===== src/design/ttw_pkg.sv =====
`timescale 1ns / 1ps
`default_nettype none
// ----------------------------------------------------------------------------
// ttw_pkg
// Shared types and codes of the text terminal writer: command classes that
// the front end hands to the back end, control bytes and register indexes.
// ----------------------------------------------------------------------------
package ttw_pkg;

  localparam logic [1:0] OP_WRITE = 2'd0;
  localparam logic [1:0] OP_SETCUR = 2'd1;
  localparam logic [1:0] OP_CLEAR = 2'd2;
  localparam logic [1:0] OP_READ = 2'd3;

  localparam logic [7:0] CH_NEWLINE = 8'd10;
  localparam logic [7:0] CH_RETURN = 8'd13;
  localparam logic [7:0] CH_TAB = 8'd9;
  localparam logic [7:0] CH_BACKSPACE = 8'd8;
  localparam logic [7:0] CH_SPACE = 8'd32;

  localparam logic [7:0] RESET_ATTR = 8'h07;

  localparam logic REG_FOREGROUND = 1'b0;
  localparam logic REG_BACKGROUND = 1'b1;

  localparam logic [2:0] K_PUT = 3'd0;
  localparam logic [2:0] K_NEWLINE = 3'd1;
  localparam logic [2:0] K_RETURN = 3'd2;
  localparam logic [2:0] K_TAB = 3'd3;
  localparam logic [2:0] K_BACKSPACE = 3'd4;
  localparam logic [2:0] K_SETCUR = 3'd5;
  localparam logic [2:0] K_CLEAR = 3'd6;
  localparam logic [2:0] K_READ = 3'd7;

  typedef struct packed {
    logic [2:0] kind;
    logic [7:0] ch;
    logic [7:0] col;
    logic [7:0] row;
  } cmd_t;

endpackage
`default_nettype wire


===== src/design/ttw_front.sv =====
`timescale 1ns / 1ps
`default_nettype none
// ----------------------------------------------------------------------------
// ttw_front
// Accepts input transfers, classifies each into a command and holds up to
// two commands for the back end.
// ----------------------------------------------------------------------------
module ttw_front (
  input  wire logic               clk,
  input  wire logic               rst_n,
  input  wire logic               in_valid,
  output logic                    in_stall,
  input  wire logic [1:0]         in_op,
  input  wire logic [7:0]         in_char_code,
  input  wire logic [7:0]         in_column_arg,
  input  wire logic [7:0]         in_row_arg,
  output logic                    q_valid,
  output ttw_pkg::cmd_t           q_cmd,
  input  wire logic               q_take
);
  import ttw_pkg::*;

  cmd_t       entry_r [2];
  logic       wr_ptr_r, rd_ptr_r;
  logic [1:0] count_r;
  cmd_t       cmd_in;
  logic       push, pop;

  always_comb begin
    cmd_in.ch = in_char_code;
    cmd_in.col = in_column_arg;
    cmd_in.row = in_row_arg;
    unique case (in_op)
      OP_WRITE: begin
        case (in_char_code)
          CH_NEWLINE: cmd_in.kind = K_NEWLINE;
          CH_RETURN: cmd_in.kind = K_RETURN;
          CH_TAB: cmd_in.kind = K_TAB;
          CH_BACKSPACE: cmd_in.kind = K_BACKSPACE;
          default: cmd_in.kind = K_PUT;
        endcase
      end
      OP_SETCUR: cmd_in.kind = K_SETCUR;
      OP_CLEAR: cmd_in.kind = K_CLEAR;
      default: cmd_in.kind = K_READ;
    endcase
  end

  assign in_stall = (count_r == 2'd2);
  assign push = in_valid && !in_stall;
  assign q_valid = (count_r != 2'd0);
  assign q_cmd = entry_r[rd_ptr_r];
  assign pop = q_take && q_valid;

  always_ff @(posedge clk) begin
    if (push) begin
      entry_r[wr_ptr_r] <= cmd_in;
    end
  end

  always_ff @(posedge clk) begin
    if (!rst_n) begin
      wr_ptr_r <= 1'b0;
      rd_ptr_r <= 1'b0;
      count_r <= 2'd0;
    end else begin
      if (push) wr_ptr_r <= !wr_ptr_r;
      if (pop) rd_ptr_r <= !rd_ptr_r;
      count_r <= count_r + 2'(push) - 2'(pop);
    end
  end

endmodule
`default_nettype wire


===== config.mk =====
export PLATFORM = sky130hd
export DESIGN_NAME = ttw_front
export DESIGN_NICKNAME = d
export VERILOG_FILES = /design/src/design/ttw_pkg.sv /design/src/design/ttw_front.sv
export SDC_FILE = /design/constraint.sdc
export NUM_CORES = 1
export LEC_CHECK = 0
export BUFFER_PORTS_ARGS = -buffer_cell sky130_fd_sc_hd__clkbuf_2
export CAP_MARGIN = 5
export CORE_MARGIN = 10
export CORE_UTILIZATION = 35
export DETAILED_ROUTE_END_ITERATION = 16
export GPL_TIMING_DRIVEN = 0
export SLEW_MARGIN = 20
export SYNTH_ARGS = -nofsm -noshare
export SYNTH_HDL_FRONTEND = slang
export SYNTH_SLANG_ARGS = --single-unit

===== constraint.sdc =====
create_clock -name clk -period 3.6 [get_ports clk]
set_input_delay 0.54 -clock clk [delete_from_list [all_inputs] [get_ports clk]]
set_output_delay 0.54 -clock clk [all_outputs]
set_load 0.05 [all_outputs]

==> impl_metrics.json <==
{
  "status": "finished clean",
  "antenna_found_initial": 0,
  "drtPass1Iterations": 4,
  "crit_family": "buffers and inverters",
  "p_seq_share_pct": 37.2,
  "clock_path_buffers": 2,
  "cts_root_buffer": "clkbuf_8",
  "rsz0062_at_grt": "false",
  "ir_drop_mv": 0.5030,
  "netlist_area_mm2": 0.002301,
  "fin_tns_setup_ps": 0,
  "wl_mm": 4.444,
  "clock-sinks": 59,
  "synth_fa_ha_area_share_pct": 2.175,
  "fp-row-count": 29,
  "critPathKind": "reg2out",
  "yosys.area_share.xor_xnor_pct": 1.142,
  "boundaryPins": 59,
  "max_stage_delay_ps": 510,
  "grt_pass1_wl_mm": 6.955,
  "p_int_mw": 1.506,
  "port_buffers": 58,
  "ff_latch_area_mm2": 0.001722,
  "syn_to_final_growth_pct": 25.88,
  "coreArea_mm2": 0.006386,
  "die_w_um": 101.1,
  "arrival_ps": 2190,
  "cts_resized": 0,
  "post_cts_buffers": 0,
  "ys_seq_area_share_pct": 74.82,
  "first_global_vias": 1418,
  "cts_max_level": 3,
  "setup_violations": 0,
  "avgSynthCellArea_um2": 18.26,
  "layout-drive-gt1-share_pct": 52.50,
  "final_nets": 229,
  "ys_top_cells_by_area": "edfxtp_1, mux2_2, dfxtp_1",
  "detail_route.vias_per_cell": 4.661,
  "startpoint_type": "flip-flop",
  "syn-instance-count": 126,
  "fmax_ghz": 0.3665,
  "clock_latency_ps": 330,
  "path_clk_slew_ps": 60,
  "fin_ws_ps": 871.8,
  "pwr-share-clk_pct": 25.9,
  "power.switching_uw": 933.1,
  "netlist.area_leader.share_pct": 70.47,
  "track_usage_pct": 8.927,
  "ant_nets": 0,
  "synth_top_family_by_area": "multiplexers",
  "ys_types": 24,
  "routedWlPerCell_um": 16.04,
  "drt_iter0_drc": 21,
  "path_buf_inv": 3,
  "synth-seq-cells": 59,
  "ctsHoldBuffers": 0,
  "dieArea_mm2": 0.01022,
  "finalHoldViolCount": 0,
  "combPwrFrac_pct": 36.9,
  "tightestPinTransition_ps": 676.2,
  "yosys.area_share.simple_pct": 4.568,
  "cpMaxStageDelayCell": "buf_1",
  "synth_compound_area_share_pct": 2.447,
  "numCtsBuffers": 9,
  "slew_viol_final": 0,
  "vias": 1291,
  "path_cells": "clkbuf_1 > buf_1 > mux2_2 > clkbuf_2",
  "period_share_pct": 75.78,
  "gp_congestion": 0.7434,
  "start_util_pct": 36.03,
  "crit_required_ps": 3060,
  "max_cap_violations": 0,
  "yosysWarningCount": 0,
  "gr-total-overflow": 0,
  "synthMuxAreaShare_pct": 13.21,
  "period_minus_slack_ps": 2728,
  "cts_tree": "built",
  "place_ws_ps": 1096,
  "multi_input_area_um2": 543.0,
  "crit_path_max_fanout": 10,
  "die_h_um": 101.1,
  "relSlewSlack_pct": 54.92,
  "yosysTopAreaCell": "edfxtp_1",
  "power.density_mw_per_mm2": 842.1,
  "fillerInstances": 584,
  "synth_fp_nets": 160,
  "critical_path.endpoint_type": "primary output",
  "grt_max_degree": 28,
  "p_leak_nw": 1.135,
  "hpwlAfterDp_mm": 3.157,
  "fin_skew_ps": 5.134,
  "hold_class": "in2reg",
  "route.detailed.drc": 0,
  "netSwitchingFraction_pct": 38.25,
  "diodes": 0
}
[logic make-up after synthesis]
logic type,after synthesis
buffers and inverters,10
XOR/XNOR,3
AO/OA/AOI/OAI,7
adder cells (fa/ha/maj),4
multiplexers,27
AND/OR/NAND/NOR,16
flip-flops,59
[layer usage]
metal	share of wire, %	up-vias	track usage, %
li1	-	622	-
met1	45	616	10.16
met2	46	44	13.38
met3	7.9	9	4.047
met4	1.8	0	5.466
met5	0	-	0
[cells in the mapped netlist]
cell type / count
or4bb_1: 1
ha_1: 4
mux2_2: 27
nor2_1: 4
xor2_1: 1
nand2b_1: 1
and3_1: 1
edfxtp_1: 54
or3_1: 1
dfxtp_1: 5
inv_1: 7
or4b_4: 2
nand2_1: 1
xnor2_1: 2
and2_1: 2
nor3_1: 2
o31ai_2: 2
buf_1: 2
o21a_1: 1
or2_2: 1
a21oi_1: 2
a211o_1: 1
clkbuf_1: 1
o21ai_0: 1
[cells in the final DEF, fill, tap and decap left out, drive strengths merged, types with 3 or more instances in the layout]
master | netlist | final
ha | 4 | 4
clkbuf | 1 | 69
inv | 7 | 7
clkinv | 0 | 3
nor2 | 4 | 4
dfxtp | 5 | 5
mux2 | 27 | 27
edfxtp | 54 | 54
[per-stage QoR]
step	utilization [%]	cells	area (µm²)	power [mW]	hold slack (ps)
2_1_floorplan	-	126	2301	1.631	458.1
3_3_place_gp	42.08	261	2688	1.834	470.0
3_5_place_dp	42.10	261	2689	1.843	488.1
4_1_cts	45.36	277	2897	2.480	379.2
5_1_grt	45.36	277	2897	2.566	385.7
6_report	45.36	277	2897	2.439	401.0
[registers in the layout, summed over array words and instances (netlist names), named ones only]
| register | flops |
|---|---|
| rd_ptr_r | 1 |
| wr_ptr_r | 1 |
| count_r | 2 |
| entry_r | 54 |
[worst register-to-register path, stage by stage, from the launching register on]
cell,delay [ps]
dfxtp_1,360
nand2b_1,150
inv_1,70
or3_1,340
inv_2,490
[power by group through the flow]
stage          Clock, mW  Combinational, mW  Sequential [mW]
6_report           0.631              0.900            0.908
5_1_grt            0.683              0.966            0.917
4_1_cts            0.649              0.921            0.910
3_5_place_dp           0              0.920            0.923
3_3_place_gp           0              0.913            0.920
2_1_floorplan          0              0.717            0.914
[final timing paths]
check / from / slack (ps) / cells past startpoint / endpoint
worst max-delay path: flip-flop / 870 / 4 / q_cmd[17]
worst min-delay path: in_column_arg[6] / 400 / 1 / entry_r[0][14]
worst max register to register: count_r[0] / 1820 / 4 / entry_r[0][11]
worst min register to register: wr_ptr_r / 500 / 2 / wr_ptr_r
[layout make-up]
cell class                 count  area share, %
inverter                       7         0.9071
clock inverter                 6          2.765
tap                           77          3.326
timing repair buffer          58          10.02
multi-input combinational     57          18.75
sequential                    59          59.44
clock buffer                  10          4.406
buffer                         3         0.3888
Note: power is estimated with default switching activity, not from simulation.
